## config.mk

```make
export PLATFORM = sky130hd
export DESIGN_NAME = cfc_out_stage
export DESIGN_NICKNAME = d
export VERILOG_FILES = /design/src/rtl/cfc_pkg.sv /design/src/rtl/cfc_out_stage.sv
export SDC_FILE = /design/constraint.sdc
export NUM_CORES = 1
export LEC_CHECK = 0
export ABC_AREA = 1
export BUFFER_PORTS_ARGS = -buffer_cell sky130_fd_sc_hd__buf_2
export CAP_MARGIN = 25
export CORE_AREA = 2 2 88 107
export DETAILED_ROUTE_END_ITERATION = 12
export DIE_AREA = 0 0 90 109
export GPL_TIMING_DRIVEN = 0
export HOLD_SLACK_MARGIN = 0.15
export PLACE_DENSITY = 0.91
export SETUP_SLACK_MARGIN = 0.3
export SYNTH_ARGS = -nofsm -noshare
export SYNTH_HDL_FRONTEND = slang
export SYNTH_SLANG_ARGS = --single-unit
export TNS_END_PERCENT = 50
```

## constraint.sdc

```tcl
create_clock -name clk -period 2.4 [get_ports clk]
set_clock_uncertainty 0.05 [all_clocks]
set_input_delay 0.12 -clock clk [delete_from_list [all_inputs] [get_ports clk]]
set_output_delay 0.12 -clock clk [all_outputs]
set_load 0.02 [all_outputs]
```

## src/rtl/cfc_pkg.sv

```systemverilog
// Shared types and constants for the causal FIR convolution block.
`timescale 1ns / 1ps

package cfc_pkg;

  localparam int TAPS     = 64;
  localparam int IDX_W    = $clog2(TAPS);
  localparam int TAPCNT_W = 7;
  localparam int INDEX_W  = 6;
  localparam int COEF_W   = 18;
  localparam int SAMPLE_W = 16;
  localparam int PROD_W   = COEF_W + SAMPLE_W;
  localparam int ACC_W    = 41;

  // compare widths for tap enable and load address match
  localparam int CMP_W   = (IDX_W > TAPCNT_W) ? IDX_W : TAPCNT_W;
  localparam int MATCH_W = (IDX_W > INDEX_W) ? IDX_W : INDEX_W;

  localparam logic [TAPCNT_W-1:0] TAP_COUNT_RESET = TAPCNT_W'(64);

  // stream packing
  localparam int IN_DATA_W      = INDEX_W + COEF_W + SAMPLE_W;
  localparam int IN_USER_W      = 2;
  localparam int OUT_DATA_W     = ((ACC_W + 7) / 8) * 8;
  localparam int TAP_INDEX_LSB  = 0;
  localparam int COEF_LSB       = TAP_INDEX_LSB + INDEX_W;
  localparam int SAMPLE_LSB     = COEF_LSB + COEF_W;
  localparam int USER_OP_BIT    = 0;
  localparam int USER_FRAME_BIT = 1;

  typedef enum logic {
    OP_LOAD   = 1'b0,
    OP_SAMPLE = 1'b1
  } cfc_op_t;

  // what travels from one cell to the next each cycle the chain advances
  typedef struct packed {
    logic                       valid;
    cfc_op_t                    op;
    logic [INDEX_W-1:0]         tap_index;
    logic signed [COEF_W-1:0]   coefficient;
    logic [SAMPLE_W-1:0]        carry;       // sample shifted toward the next cell
    logic                       frame_start;
    logic signed [PROD_W-1:0]   prod;        // product of the previous cell
    logic signed [ACC_W-1:0]    acc;         // partial sum of earlier cells
  } cfc_token_t;

endpackage

```

## src/rtl/cfc_out_stage.sv

```systemverilog
// Final add and output register of the FIR chain.
`timescale 1ns / 1ps

module cfc_out_stage import cfc_pkg::*; (
  input  logic                    clk,
  input  logic                    rst_n,
  input  cfc_token_t              tok_i,
  input  logic                    out_ready,
  output logic                    advance,
  output logic                    out_valid,
  output logic signed [ACC_W-1:0] filtered
);

  logic                    valid_r, valid_nxt;
  logic signed [ACC_W-1:0] data_r, data_nxt;

  always_comb begin
    advance   = !valid_r || out_ready;
    valid_nxt = tok_i.valid && (tok_i.op == OP_SAMPLE);
    data_nxt  = tok_i.acc + ACC_W'(tok_i.prod);
  end

  always_ff @(posedge clk) begin
    if (!rst_n) begin
      valid_r <= 1'b0;
    end else if (advance) begin
      valid_r <= valid_nxt;
    end
  end

  always_ff @(posedge clk) begin
    if (advance) begin
      data_r <= data_nxt;
    end
  end

  assign out_valid = valid_r;
  assign filtered  = data_r;

endmodule

```

==> flow_metrics.env <==
export IMPL_outcome="finished, final reports clean"
export IMPL_ant_nets=0
export IMPL_setup_ws_ps=570
export IMPL_synth_compound_area_share_pct=6.46
export IMPL_ys_types=24
export IMPL_powerDensity_nw_per_um2=504
export IMPL_ys_ff_latch=42
export IMPL_ctsRootBufferMaster="clkbuf_8"
export IMPL_avgViaCountPerCell=4.85
export IMPL_max_slew_worst_pin_slew_ps=676
export IMPL_synthAdderAreaFrac_pct=12.0
export IMPL_ctsResizeCount=0
export IMPL_cts_buffers=5
export IMPL_clk_pin_slew_ps=70
export IMPL_dieWidth_um=90
export IMPL_drt_iter0_markers=145
export IMPL_cts_buffer_depth=2
export IMPL_p_leak_nw=3.06
export IMPL_grt_max_degree=26
export IMPL_crit_slowest_cell="fa_1"
export IMPL_crit_type="in -> reg"
export IMPL_synth_most_common_cell="nand2_1"
export IMPL_start_util_pct=49.1
export IMPL_maxCapViolCount=0
export IMPL_multi_input_area_um2=2570
export IMPL_drtPass1Iterations=4
export IMPL_clkLatencyLatePin_ps=290
export IMPL_row_count=38
export IMPL_h_tree_depth=2
export IMPL_crit_chain="buf_2 -> ha_1 -> fa_1 -> nand2_1 -> nand2_1 -> nand3_1 -> nand2_1 -> nand2_1 -> nand3_1 -> nand2_1 -> nand2_1 -> nand2_1 -> nand2_1"
export IMPL_area_delta_synth_final_pct=21.0
export IMPL_async_flop_share_pct=0
export IMPL_place_gp_congestion=1.06
export IMPL_die_area_um2=9810
export IMPL_fillCellCount=908
export IMPL_cts_tree="done"
export IMPL_crit_family="simple AND/OR/NAND/NOR gates"
export IMPL_drv_slew=0
export IMPL_cpMostUsedCell="nand2_1"
export IMPL_synth_edf_count=41
export IMPL_preCtsSetupSlack_ps=262
export IMPL_timing_reg2reg_setup_slack_ps=790
export IMPL_ys_seq_area_share_pct=28.8
export IMPL_numPortBuffers=122
export IMPL_cp_arrival_ps=1840
export IMPL_ys_warn_count=0
export IMPL_grt_use_total_pct=25.3
export IMPL_cp_num_buf_inv=1
export IMPL_yosysTopAreaCell="edfxtp_1"
export IMPL_num_vias=4558
export IMPL_synth_flop_cell="edfxtp_1"
export IMPL_grt_first_pass_wirelength_um=19800
export IMPL_period_share_pct=76.3
export IMPL_dp_hpwl_um=10600
export IMPL_syn_inst=683
export IMPL_synth_top_area_share_pct=28.4
export IMPL_num_nets_final=979
export IMPL_critPathLaunchType="input pin"
export IMPL_irDropWorstVdd_uv=311
export IMPL_synth_top_family_by_area="simple AND/OR/NAND/NOR gates"
export IMPL_drive_above_1_share_pct=17.6
export IMPL_fp_coreArea_um2=8840
export IMPL_register_area_um2=1250
export IMPL_critPathMaxStageDelay_ps=480
export IMPL_rsz0062_at_grt="false"
export IMPL_cp_max_fo=3
export IMPL_synth_area_leaders="edfxtp_1 (28%), nand2_1 (24%), inv_1 (12%), ha_1 (12%), nor2_1 (4.8%)"
export IMPL_antenna_found_initial=1
export IMPL_synthesis_area_um2=4340
export IMPL_io_pins=164
export IMPL_first_global_vias=4530
export IMPL_dieHeight_um=109
export IMPL_synthTopCellsByCount="nand2_1 (273), inv_1 (139), nor2_1 (55)"
export IMPL_cp_end_kind="flip-flop"
export IMPL_synth_fp_nets=845
export IMPL_finalHoldViolations=0
export IMPL_worstHoldPathType="in -> reg"
export IMPL_synth_mux_area_share_pct=0
export IMPL_cts_num_sinks=42
export IMPL_post_drt_wl_per_cell_um=13.0
export IMPL_synth_simple_area_share_pct=35.8
export IMPL_finalSetupViolations=0
export IMPL_postRouteWirelength_um=12200
export IMPL_fin_setup_tns_ps=0
export IMPL_max_clock_freq_mhz=546
export IMPL_syn_area_per_cell_um2=6.35
export IMPL_drc=0
export IMPL_gr_total_overflow=0
export IMPL_maxSlewHeadroom_pct=54.5
export IMPL_layout_min_cycle_time_ps=1830
export IMPL_crit_required_ps=2410
export IMPL_synthXorXnorAreaFrac_pct=4.84
[layer usage]
layer / wire length (µm) / track usage [%]
met1: 4950 / 26.6
met2: 6030 / 49.1
met3: 670 / 3.80
met4: 535 / 12.7
met5: 0 / 0
[layout make-up]
class                   instances  share of cell area, %
clock inverters                 3                  0.214
multi-input cells             502                   48.9
diodes                          1                 0.0476
repair buffers                127                   12.9
clock buffers                   5                   1.31
well taps                     120                   2.86
inverters                     139                   9.93
flip-flops and latches         42                   23.8
[worst reg2reg max path: stages, from the launching register on]
cell and delay, ps:
dfxtp_1 320, nand2_2 370, a21boi_0 170, dlygate4sd3_1 590
[timing repair]
action	in CTS	in global routing
endpoints found under the hold margin	3	0
hold buffers	4	0
setup buffers	0	0
[cells by family after synthesis]
logic type	count (synthesis)
fa+ha+maj	41
simple gates	383
xor+xnor	24
flops	42
compound gates	54
buf+inv	139
[path summary, 6_finish.rpt]
kind,end,start,cells after the start
max,filtered[38]$_DFFE_PP_,tok_i[0],13
min,filtered[40]$_DFFE_PP_,tok_i[40],4
max reg2reg,out_valid$_SDFFE_PN0P_,out_valid$_SDFFE_PN0P_,3
min reg2reg,filtered[8]$_DFFE_PP_,out_valid$_SDFFE_PN0P_,1
[sequential cells by signal, summed over array words and instances, names as in the netlist]
register   count
filtered      41
out_valid      1
[cells in the final DEF, fill, tap and decap left out]
| cell | instances |
|---|---|
| fa_1 | 1 |
| ha_1 | 40 |
| o21ai_0 | 16 |
| xnor2_1 | 7 |
| nor2_4 | 1 |
| clkinv_1 | 3 |
| or2_1 | 1 |
| and2_1 | 2 |
| nor2_1 | 55 |
| edfxtp_1 | 41 |
| inv_1 | 139 |
| nand2_2 | 4 |
| a21oi_1 | 32 |
| clkbuf_8 | 5 |
| nor3_1 | 10 |
| nand2_1 | 272 |
| or2_2 | 1 |
| xor2_1 | 17 |
| nor2_2 | 5 |
| nand2b_1 | 2 |
| dfxtp_1 | 1 |
| buf_16 | 1 |
| diode_2 | 1 |
| a21boi_0 | 1 |
| a31oi_1 | 4 |
| nand3_2 | 5 |
| buf_2 | 122 |
| nand3_1 | 25 |
| dlygate4sd3_1 | 4 |
| o21bai_1 | 1 |
[per-stage QoR]
| stage | util, % | std cells | cell area [µm²] | total power [mW] | hold slack, ps |
|---|---|---|---|---|---|
| final | 59.4 | 939 | 5250 | 2.65 | 215 |
| after global routing | 59.4 | 938 | 5250 | 2.83 | 268 |
| after CTS | 59.4 | 938 | 5250 | 2.66 | 207 |
| after detailed placement | 58.0 | 926 | 5130 | 2.22 | 335 |
| after global placement | 57.7 | 925 | 5100 | 2.21 | 332 |
| after floorplan | - | 683 | 4340 | 1.83 | 217 |
[report_power, final]
part,internal [mW],switching (mW)
combinational,0.419,0.779
sequential,0.987,0.0303
clock,0.194,0.236
No activity file was read; power rests on OpenSTA's default activity.
