**src/rtl/cfc_pkg.sv**
```systemverilog
// Shared types and constants for the causal FIR convolution block.
`timescale 1ns / 1ps

package cfc_pkg;

  localparam int TAPS     = 64;
  localparam int IDX_W    = $clog2(TAPS);
  localparam int TAPCNT_W = 7;
  localparam int INDEX_W  = 6;
  localparam int COEF_W   = 18;
  localparam int SAMPLE_W = 16;
  localparam int PROD_W   = COEF_W + SAMPLE_W;
  localparam int ACC_W    = 41;

  // compare widths for tap enable and load address match
  localparam int CMP_W   = (IDX_W > TAPCNT_W) ? IDX_W : TAPCNT_W;
  localparam int MATCH_W = (IDX_W > INDEX_W) ? IDX_W : INDEX_W;

  localparam logic [TAPCNT_W-1:0] TAP_COUNT_RESET = TAPCNT_W'(64);

  // stream packing
  localparam int IN_DATA_W      = INDEX_W + COEF_W + SAMPLE_W;
  localparam int IN_USER_W      = 2;
  localparam int OUT_DATA_W     = ((ACC_W + 7) / 8) * 8;
  localparam int TAP_INDEX_LSB  = 0;
  localparam int COEF_LSB       = TAP_INDEX_LSB + INDEX_W;
  localparam int SAMPLE_LSB     = COEF_LSB + COEF_W;
  localparam int USER_OP_BIT    = 0;
  localparam int USER_FRAME_BIT = 1;

  typedef enum logic {
    OP_LOAD   = 1'b0,
    OP_SAMPLE = 1'b1
  } cfc_op_t;

  // what travels from one cell to the next each cycle the chain advances
  typedef struct packed {
    logic                       valid;
    cfc_op_t                    op;
    logic [INDEX_W-1:0]         tap_index;
    logic signed [COEF_W-1:0]   coefficient;
    logic [SAMPLE_W-1:0]        carry;       // sample shifted toward the next cell
    logic                       frame_start;
    logic signed [PROD_W-1:0]   prod;        // product of the previous cell
    logic signed [ACC_W-1:0]    acc;         // partial sum of earlier cells
  } cfc_token_t;

endpackage

```
**src/rtl/cfc_tap_cell.sv**
```systemverilog
// One tap of the FIR chain: holds one coefficient and one history sample.
`timescale 1ns / 1ps

module cfc_tap_cell import cfc_pkg::*; (
  input  logic                clk,
  input  logic                rst_n,
  input  logic                advance,
  input  logic [TAPCNT_W-1:0] tap_count,
  input  logic [IDX_W-1:0]    cell_idx,
  input  cfc_token_t          tok_i,
  output cfc_token_t          tok_o
);

  logic signed [COEF_W-1:0] coef_r, coef_nxt;
  logic [SAMPLE_W-1:0]      hist_r, hist_nxt;
  cfc_token_t               tok_r, tok_nxt;
  logic                     tap_used;
  logic                     load_hit;
  logic signed [PROD_W-1:0] coef_ext;
  logic signed [PROD_W-1:0] sample_ext;

  always_comb begin
    tap_used   = CMP_W'(tap_count) > CMP_W'(cell_idx);
    load_hit   = tok_i.valid && (tok_i.op == OP_LOAD) &&
                 (MATCH_W'(tok_i.tap_index) == MATCH_W'(cell_idx));
    coef_ext   = PROD_W'(coef_r);
    sample_ext = PROD_W'(tok_i.carry);

    coef_nxt = coef_r;
    hist_nxt = hist_r;
    tok_nxt  = tok_i;

    if (load_hit) begin
      coef_nxt = tok_i.coefficient;
    end

    if (tok_i.valid && (tok_i.op == OP_SAMPLE)) begin
      hist_nxt      = tok_i.carry;
      // frame start: everything older than the new sample reads as zero
      tok_nxt.carry = tok_i.frame_start ? '0 : hist_r;
      tok_nxt.acc   = tok_i.acc + ACC_W'(tok_i.prod);
      tok_nxt.prod  = tap_used ? (coef_ext * sample_ext) : '0;
    end
  end

  always_ff @(posedge clk) begin
    if (!rst_n) begin
      coef_r <= '0;
      hist_r <= '0;
      tok_r  <= '0;
    end else if (advance) begin
      coef_r <= coef_nxt;
      hist_r <= hist_nxt;
      tok_r  <= tok_nxt;
    end
  end

  assign tok_o = tok_r;

endmodule

```
**config.mk**
```make
export PLATFORM = sky130hd
export DESIGN_NAME = cfc_tap_cell
export DESIGN_NICKNAME = d
export VERILOG_FILES = /design/src/rtl/cfc_pkg.sv /design/src/rtl/cfc_tap_cell.sv
export SDC_FILE = /design/constraint.sdc
export NUM_CORES = 1
export LEC_CHECK = 0
export BUFFER_PORTS_ARGS = -buffer_cell sky130_fd_sc_hd__buf_4
export CAP_MARGIN = 20
export CORE_UTILIZATION = 40
export DETAILED_ROUTE_END_ITERATION = 7
export SETUP_SLACK_MARGIN = 0.2
export SYNTH_ARGS = -nofsm -noshare
export SYNTH_HDL_FRONTEND = slang
export SYNTH_SLANG_ARGS = --single-unit
```
**constraint.sdc**
```tcl
create_clock -name clk -period 9.1 [get_ports clk]
set_input_delay 0.455 -clock clk [delete_from_list [all_inputs] [get_ports clk]]
set_output_delay 0.455 -clock clk [all_outputs]
set_load 0.03 [all_outputs]
```
==> results.sh, run 1 <==
export IMPL_area_growth_syn_to_layout_pct=15.5
export IMPL_worstMarginPinSlew_ns=0.919
export IMPL_critical_path_depth=22
export IMPL_grt_max_degree=69
export IMPL_max_slew_margin_pct=38.7
export IMPL_worstSkewPairLatency_ns=0.51
export IMPL_p_leak_nw=11.4
export IMPL_synth_xor_area_share_pct=3.45
export IMPL_arrival_ns=7.35
export IMPL_setup_slack_ns=2.13
export IMPL_fp_dieArea_um2=49100
export IMPL_core_area_um2=47600
export IMPL_postSynth_asyncResetShare_pct=0
export IMPL_required_ns=9.48
export IMPL_netlist_area_um2=19300
export IMPL_cp_top_family="adder cells"
export IMPL_hp_class="input port to flip-flop"
export IMPL_multi_input_area_um2=14400
export IMPL_slew_viol_final=0
export IMPL_post_drt_wl_per_cell_um=19.5
export IMPL_synthFlopType="dfxtp_1"
export IMPL_holdPathStages=3
export IMPL_cp_start_kind="flip-flop"
export IMPL_synthMuxAreaShare_pct=2.44
export IMPL_rows=80
export IMPL_register_area_um2=3040
export IMPL_crit_chain="and2_1 -> fa_1 -> inv_1 -> fa_1 -> fa_1 -> fa_1 -> inv_1 -> fa_1 -> inv_1 -> fa_1 -> inv_1 -> ha_1 -> a21oi_1 -> o21ai_0 -> a32oi_2 -> o21ai_2 -> a311oi_2 -> o221ai_1 -> a21o_1 -> a31oi_1 -> xnor2_1 -> o221a_1"
export IMPL_grt_pass1_wl_um=92300
export IMPL_ys_seq_area_share_pct=15.8
export IMPL_nNetsFinal=2951
export IMPL_post_cts_repair_setup_buffers=0
export IMPL_initialDrtViolationCount=925
export IMPL_syn_nets=2786
export IMPL_synth_top_family_by_area="adder cells"
export IMPL_drv_cap=0
export IMPL_post_dp_hpwl_um=45400
export IMPL_numClockSinks=152
export IMPL_power_density_nw_per_um2=94.2
export IMPL_whs_ns=0.214
export IMPL_rsz0062_at_grt="no"
export IMPL_grt_pass1_vias=16528
export IMPL_postRouteAntennaNets=0
export IMPL_pre_cts_ws_ns=2.20
export IMPL_cts_hold_buf=0
export IMPL_synth_seq_cells=152
export IMPL_synth_edf_count=0
export IMPL_crit_fanout=17
export IMPL_cts_buffers_inserted=17
export IMPL_grt_overflow_total=0
export IMPL_fin_cells=3026
export IMPL_dr_total_vias=15998
export IMPL_fin_crit_sh_pct=76.6
export IMPL_r2r_cells=22
export IMPL_fillers=4766
export IMPL_drc=0
export IMPL_grt_total_usage_pct=24.5
export IMPL_clock_path_buffers=2
export IMPL_wl_met3_um=2460
export IMPL_clockRootBuffer="clkbuf_16"
export IMPL_yosys_warnings=0
export IMPL_wl_met2_um=29500
export IMPL_antenna_found_initial=0
export IMPL_critPathBufInv=4
export IMPL_path_clk_slew_ns=0.10
export IMPL_firstDrtPassIters=5
export IMPL_fmax_mhz=143
export IMPL_htreeDepth=4
export IMPL_totalWireLength_um=58900
export IMPL_hold_viol_final=0
export IMPL_start_util_pct=40.5
export IMPL_wl_met1_um=24900
export IMPL_layout_common_cells="inv_1, fa_1, nand2_1, buf_4, dfxtp_1"
export IMPL_drive_gt1_share_pct=13.0
export IMPL_ir_drop_mv=0.179
export IMPL_critPathCaptureType="flip-flop"
export IMPL_slowest_stage="dfxtp_1"
export IMPL_synth_cells=2231
export IMPL_cts_tree="done"
export IMPL_die_w_um=222
export IMPL_cts_resized=0
export IMPL_final_common_cell="inv_1"
export IMPL_io_pins=252
export IMPL_crit_path_frequent_cell="fa_1"
export IMPL_critical_path_class="flip-flop to flip-flop"
export IMPL_synth_simple_area_share_pct=15.9
export IMPL_layout_min_cycle_time_ns=6.97
export IMPL_vias_per_cell=5.29
export IMPL_top_layer="met4"
export IMPL_routabilityCongestion=0.857
export IMPL_fin_tns_setup_ns=0
export IMPL_synth_cell_types=67
export IMPL_synth_compound_area_share_pct=14.0
export IMPL_skew_ns=0.0280
export IMPL_setup_viol=0
export IMPL_portBuffers=251
export IMPL_status="finished, final reports clean"
export IMPL_dp_cells=2992
export IMPL_synth_avg_cell_area_um2=8.65
export IMPL_synth_adder_area_share_pct=38.6
export IMPL_slowest_delay_ns=0.87
export IMPL_die_y_um=222
==> sequential cells by signal, indices dropped and copies added (netlist names) <==
name,cells
hist_r,16
tok_o,118
coef_r,18
==> metrics by stage <==
| step | power (mW) | util (%) | instance area [µm²] |
|---|---|---|---|
| detailed placement | 1.28 | 45.4 | 21600 |
| CTS | 2.12 | 46.7 | 22300 |
| floorplan | 1.07 | - | 19300 |
| global route | 2.18 | 46.7 | 22300 |
| finish | 2.10 | 46.8 | 22300 |
| global placement | 1.28 | 45.4 | 21600 |
==> logic make-up after synthesis <==
logic type                 Yosys count
and+or+nand+nor                    638
muxes                               47
adders and majority gates          421
buffers and inverters              504
DFF                                152
xor gates and xnor gates            76
AOI/OAI and AO/OA                  393
==> path summary, 6_finish.rpt <==
path | from | end | slack, ns
max | coef_r[5]$_SDFFE_PN0P_ | tok_o[74]$_SDFFE_PN0P_ | 2.13
min | tok_i[97] | coef_r[5]$_SDFFE_PN0P_ | 0.21
max reg2reg | coef_r[5]$_SDFFE_PN0P_ | tok_o[74]$_SDFFE_PN0P_ | 2.13
min reg2reg | tok_o[67]$_SDFFE_PN0P_ | tok_o[67]$_SDFFE_PN0P_ | 0.46
==> final cells by class <==
| cell class | count | area share, % |
|---|---|---|
| clock inverters | 11 | 0.831 |
| flip-flops and latches | 152 | 13.7 |
| well taps | 615 | 3.45 |
| inverters | 387 | 6.52 |
| clock buffers | 21 | 2.11 |
| diodes | 2 | 0.0225 |
| multi-input cells | 1575 | 64.5 |
| repair buffers | 263 | 8.88 |
==> layer usage <==
metal	up-vias	global-route usage, %
met5	-	0
met3	92	3.75
li1	7455	-
met2	417	42.2
met4	0	10.6
met1	8034	30.2
==> synth_stat cells, types with 2 or more instances <==
| cell type | count | share of area [%] |
|---|---|---|
| o211a_1 | 32 | 1.7 |
| and3_1 | 7 | 0.23 |
| mux2i_1 | 47 | 2.4 |
| a221oi_1 | 26 | 1.2 |
| nand3_1 | 33 | 0.86 |
| o21bai_1 | 8 | 0.31 |
| o21a_1 | 14 | 0.54 |
| nand4_1 | 12 | 0.39 |
| buf_1 | 5 | 0.097 |
| and2_1 | 122 | 4.0 |
| nor3b_1 | 3 | 0.12 |
| dfxtp_1 | 152 | 16 |
| o31ai_1 | 6 | 0.23 |
| a21o_1 | 43 | 1.7 |
| nand3b_1 | 14 | 0.54 |
| a2111oi_2 | 2 | 0.16 |
| inv_1 | 386 | 7.5 |
| o21ai_0 | 76 | 2.0 |
| a21o_2 | 2 | 0.091 |
| nor2b_1 | 59 | 1.9 |
| nor2_1 | 69 | 1.3 |
| a21boi_0 | 20 | 0.78 |
| a211oi_1 | 8 | 0.31 |
| o221ai_1 | 2 | 0.091 |
| a31oi_1 | 12 | 0.39 |
| nand2_1 | 288 | 5.6 |
| a32oi_1 | 2 | 0.091 |
| xnor2_1 | 44 | 2.0 |
| clkbuf_1 | 111 | 2.2 |
| a21oi_1 | 87 | 2.3 |
| nor4_1 | 2 | 0.065 |
| xor2_1 | 32 | 1.5 |
| nor3_1 | 13 | 0.34 |
| or2_2 | 2 | 0.065 |
| o211ai_1 | 22 | 0.86 |
| fa_1 | 289 | 30 |
| o22ai_1 | 3 | 0.097 |
| ha_1 | 132 | 8.6 |
| nand2b_1 | 7 | 0.23 |
| or3_1 | 3 | 0.097 |
| o311ai_0 | 3 | 0.14 |
| o21ai_1 | 6 | 0.16 |
==> power by group <==
| group | switching (mW) | internal, mW |
|---|---|---|
| logic | 0.335 | 0.209 |
| clock network | 0.342 | 0.486 |
| registers | 0.0226 | 0.705 |
==> worst register-to-register path, cell delays in order (launching register included) <==
cell      delay, ns
dfxtp_1        0.87
and2_1         0.26
fa_1           0.42
inv_1          0.08
fa_1           0.45
fa_1           0.50
fa_1           0.54
inv_1          0.06
fa_1           0.48
inv_1          0.05
fa_1           0.48
inv_1          0.05
ha_1           0.35
a21oi_1        0.17
o21ai_0        0.17
a32oi_2        0.31
o21ai_2        0.14
a311oi_2       0.52
o221ai_1       0.18
a21o_1         0.23
a31oi_1        0.20
xnor2_1        0.11
o221a_1        0.22
Note: power is estimated with default switching activity, not from simulation.
==> run 2, diff against run 1 <==
- ABC_AREA: not set -> 1
- clock period: 9.1 -> 5.98 ns (I/O delays scaled with it)
==> results.sh, run 2 <==
export IMPL_numClockSinks=152
export IMPL_area_growth_syn_to_layout_pct=16.0
export IMPL_synth_avg_cell_area_um2=6.81
export IMPL_fillers=5516
export IMPL_htreeDepth=4
export IMPL_synthFlopType="dfxtp_1"
export IMPL_start_util_pct=40.4
export IMPL_skew_ns=0.0157
export IMPL_grt_total_usage_pct=25.8
export IMPL_worstMarginPinSlew_ns=0.870
export IMPL_rows=84
export IMPL_cts_buffers_inserted=17
export IMPL_netlist_area_um2=21200
export IMPL_rrSetupSlack_ns=0.43
export IMPL_postRouteAntennaNets=0
export IMPL_layout_min_cycle_time_ns=5.55
export IMPL_synthTopCellsByArea="fa_1, nand2_1, dfxtp_1"
export IMPL_slowest_stage="fa_1"
export IMPL_synth_area_leader_cell="fa_1"
export IMPL_syn_nets=3668
export IMPL_register_area_um2=3080
export IMPL_initialDrtViolationCount=1389
export IMPL_p_leak_nw=13.7
export IMPL_die_y_um=232
export IMPL_drive_gt1_share_pct=12.5
export IMPL_largest_reg_flops=118
export IMPL_final_common_cell="nand2_1"
export IMPL_fmax_mhz=180
export IMPL_power_mw=3.20
export IMPL_status="finished, final reports clean"
export IMPL_dr_total_vias=19635
export IMPL_grt_overflow_total=0
export IMPL_core_area_um2=52400
export IMPL_holdPathStages=3
export IMPL_antenna_found_initial=0
export IMPL_multi_input_area_um2=14900
export IMPL_critPathCaptureType="flip-flop"
export IMPL_fin_crit_sh_pct=92.9
export IMPL_worstHoldStart="tok_i[112]"
export IMPL_grt_pass1_vias=19834
export IMPL_grt_pass1_wl_um=108000
export IMPL_fp_dieArea_um2=53900
export IMPL_dp_cells=3971
export IMPL_layout_common_cells="nand2_1, inv_1, buf_4, fa_1, nor2_1"
export IMPL_clockRootBuffer="clkbuf_16"
export IMPL_hp_class="input port to flip-flop"
export IMPL_critPathBufInv=5
export IMPL_cp_start_kind="flip-flop"
export IMPL_crit_path_frequent_cell="fa_1"
export IMPL_totalWireLength_um=67200
export IMPL_ys_seq_area_share_pct=14.3
export IMPL_clock_path_buffers=2
export IMPL_yosysMostFrequentCell="nand2_1"
export IMPL_hold_end="tok_o[112]$_SDFFE_PN0P_"
export IMPL_firstDrtPassIters=5
export IMPL_yosys_warnings=0
export IMPL_slew_viol_final=0
export IMPL_setup_viol=0
export IMPL_synth_top_area_share_pct=27.3
export IMPL_worstSkewPairLatency_ns=0.47
export IMPL_fin_cells=4004
export IMPL_drc=0
export IMPL_r2r_end="tok_o[70]$_SDFFE_PN0P_"
export IMPL_n_antenna_cell=0
export IMPL_die_w_um=232
export IMPL_synth_edf_count=0
export IMPL_crit_chain="buf_4 -> nand2_1 -> fa_1 -> inv_1 -> fa_1 -> fa_1 -> fa_1 -> fa_1 -> inv_1 -> fa_1 -> inv_1 -> ha_2 -> nand2_1 -> nor2_2 -> inv_1 -> nor3_1 -> nand3_1 -> nand4_1 -> nand3_1 -> a21oi_1"
export IMPL_required_ns=6.37
export IMPL_post_drt_wl_per_cell_um=16.8
export IMPL_crit_fanout=11
export IMPL_cp_top_family="adder cells"
export IMPL_path_clk_slew_ns=0.07
export IMPL_critical_path_class="flip-flop to flip-flop"
export IMPL_synth_cell_types=41
export IMPL_drv_cap=0
export IMPL_io_pins=252
export IMPL_portBuffers=251
export IMPL_nNetsFinal=3858
export IMPL_synth_seq_cells=152
export IMPL_grt_max_degree=80
export IMPL_synth_cells=3113
export IMPL_postSynth_asyncResetShare_pct=0
export IMPL_r2r_cells=20
export IMPL_rr_startpoint="coef_r[9]$_SDFFE_PN0P_"
export IMPL_synth_common_cells="nand2_1, inv_1, fa_1"
export IMPL_whs_ns=0.0875
export IMPL_rsz0062_at_grt="yes"
export IMPL_max_slew_margin_pct=42.0
export IMPL_hold_viol_final=0
export IMPL_routabilityCongestion=0.996
export IMPL_cts_tree="done"
export IMPL_vias_per_cell=4.90
export IMPL_slowest_delay_ns=0.57
export IMPL_arrival_ns=5.94
export IMPL_post_dp_hpwl_um=56000
export IMPL_ir_drop_mv=0.166
export IMPL_power_density_nw_per_um2=130
==> run 2: logic make-up after synthesis <==
family	synth area share (%)
buffers and inverters	15.7
adders and majority gates	35.1
AOI/OAI and AO/OA	10.4
xor gates and xnor gates	1.45
and+or+nand+nor	23.0
DFF	14.3
==> run 2: per-stage QoR <==
stage	setup TNS [ns]	setup WS, ns	util, %	area, µm²
6_report	0	0.427	46.9	24600
5_1_grt	0	0.161	46.9	24600
4_1_cts	0	0.209	46.6	24400
3_5_place_dp	-0.0105	-0.0105	45.4	23800
3_3_place_gp	-0.332	-0.115	45.4	23800
2_1_floorplan	0	0.387	-	21200
==> run 2: final cells by class <==
cell class | count | area share, %
clock inverters | 14 | 0.636
well taps | 688 | 3.50
repair buffers | 303 | 9.36
multi-input cells | 2080 | 60.8
clock buffers | 18 | 1.78
flip-flops and latches | 152 | 12.5
inverters | 749 | 11.4
==> run 2: worst max-delay path by stage <==
stage	from	endpoint	slack (ns)	cells past startpoint
4_1_cts	coef_r[15]$_SDFFE_PN0P_	tok_o[70]$_SDFFE_PN0P_	0.21	20
3_5_place_dp	coef_r[9]$_SDFFE_PN0P_	tok_o[73]$_SDFFE_PN0P_	-0.01	21
2_1_floorplan	coef_r[17]$_SDFFE_PN0P_	tok_o[68]$_SDFFE_PN0P_	0.39	20
5_1_grt	coef_r[17]$_SDFFE_PN0P_	tok_o[73]$_SDFFE_PN0P_	0.16	21
6_report	coef_r[9]$_SDFFE_PN0P_	tok_o[70]$_SDFFE_PN0P_	0.43	20
3_3_place_gp	coef_r[9]$_SDFFE_PN0P_	tok_o[74]$_SDFFE_PN0P_	-0.12	22
==> run 2: timing repair <==
| action | 4_1_cts | 5_1_grt |
|---|---|---|
| hold buffers | 0 | 0 |
| setup endpoints to repair | 13 | 18 |
| setup buffers | 0 | 1 |
| pin swaps | 0 | 2 |
| gates resized for setup | 8 | 63 |
==> run 2: worst reg2reg max path: cells and delay by family (launching register included) <==
kind	cells	cell delay, ns
adder cells (fa/ha/maj)	7	3.38
AND/OR/NAND/NOR	7	1.04
buffers and inverters	5	0.44
flip-flops	1	0.45
AO/OA/AOI/OAI	1	0.18
==> run 2: per-layer routing <==
| metal | global-route usage (%) | wire, µm |
|---|---|---|
| met2 | 43.6 | 32100 |
| met1 | 34.6 | 30000 |
| met5 | 0 | 0 |
| met4 | 7.36 | 1640 |
| met3 | 2.90 | 3530 |
==> run 2: where the power goes <==
group | internal (mW) | leakage (nW) | switching (mW)
registers | 1.07 | 1.26 | 0.0359
logic | 0.322 | 12.2 | 0.625
clock network | 0.605 | 0.292 | 0.541
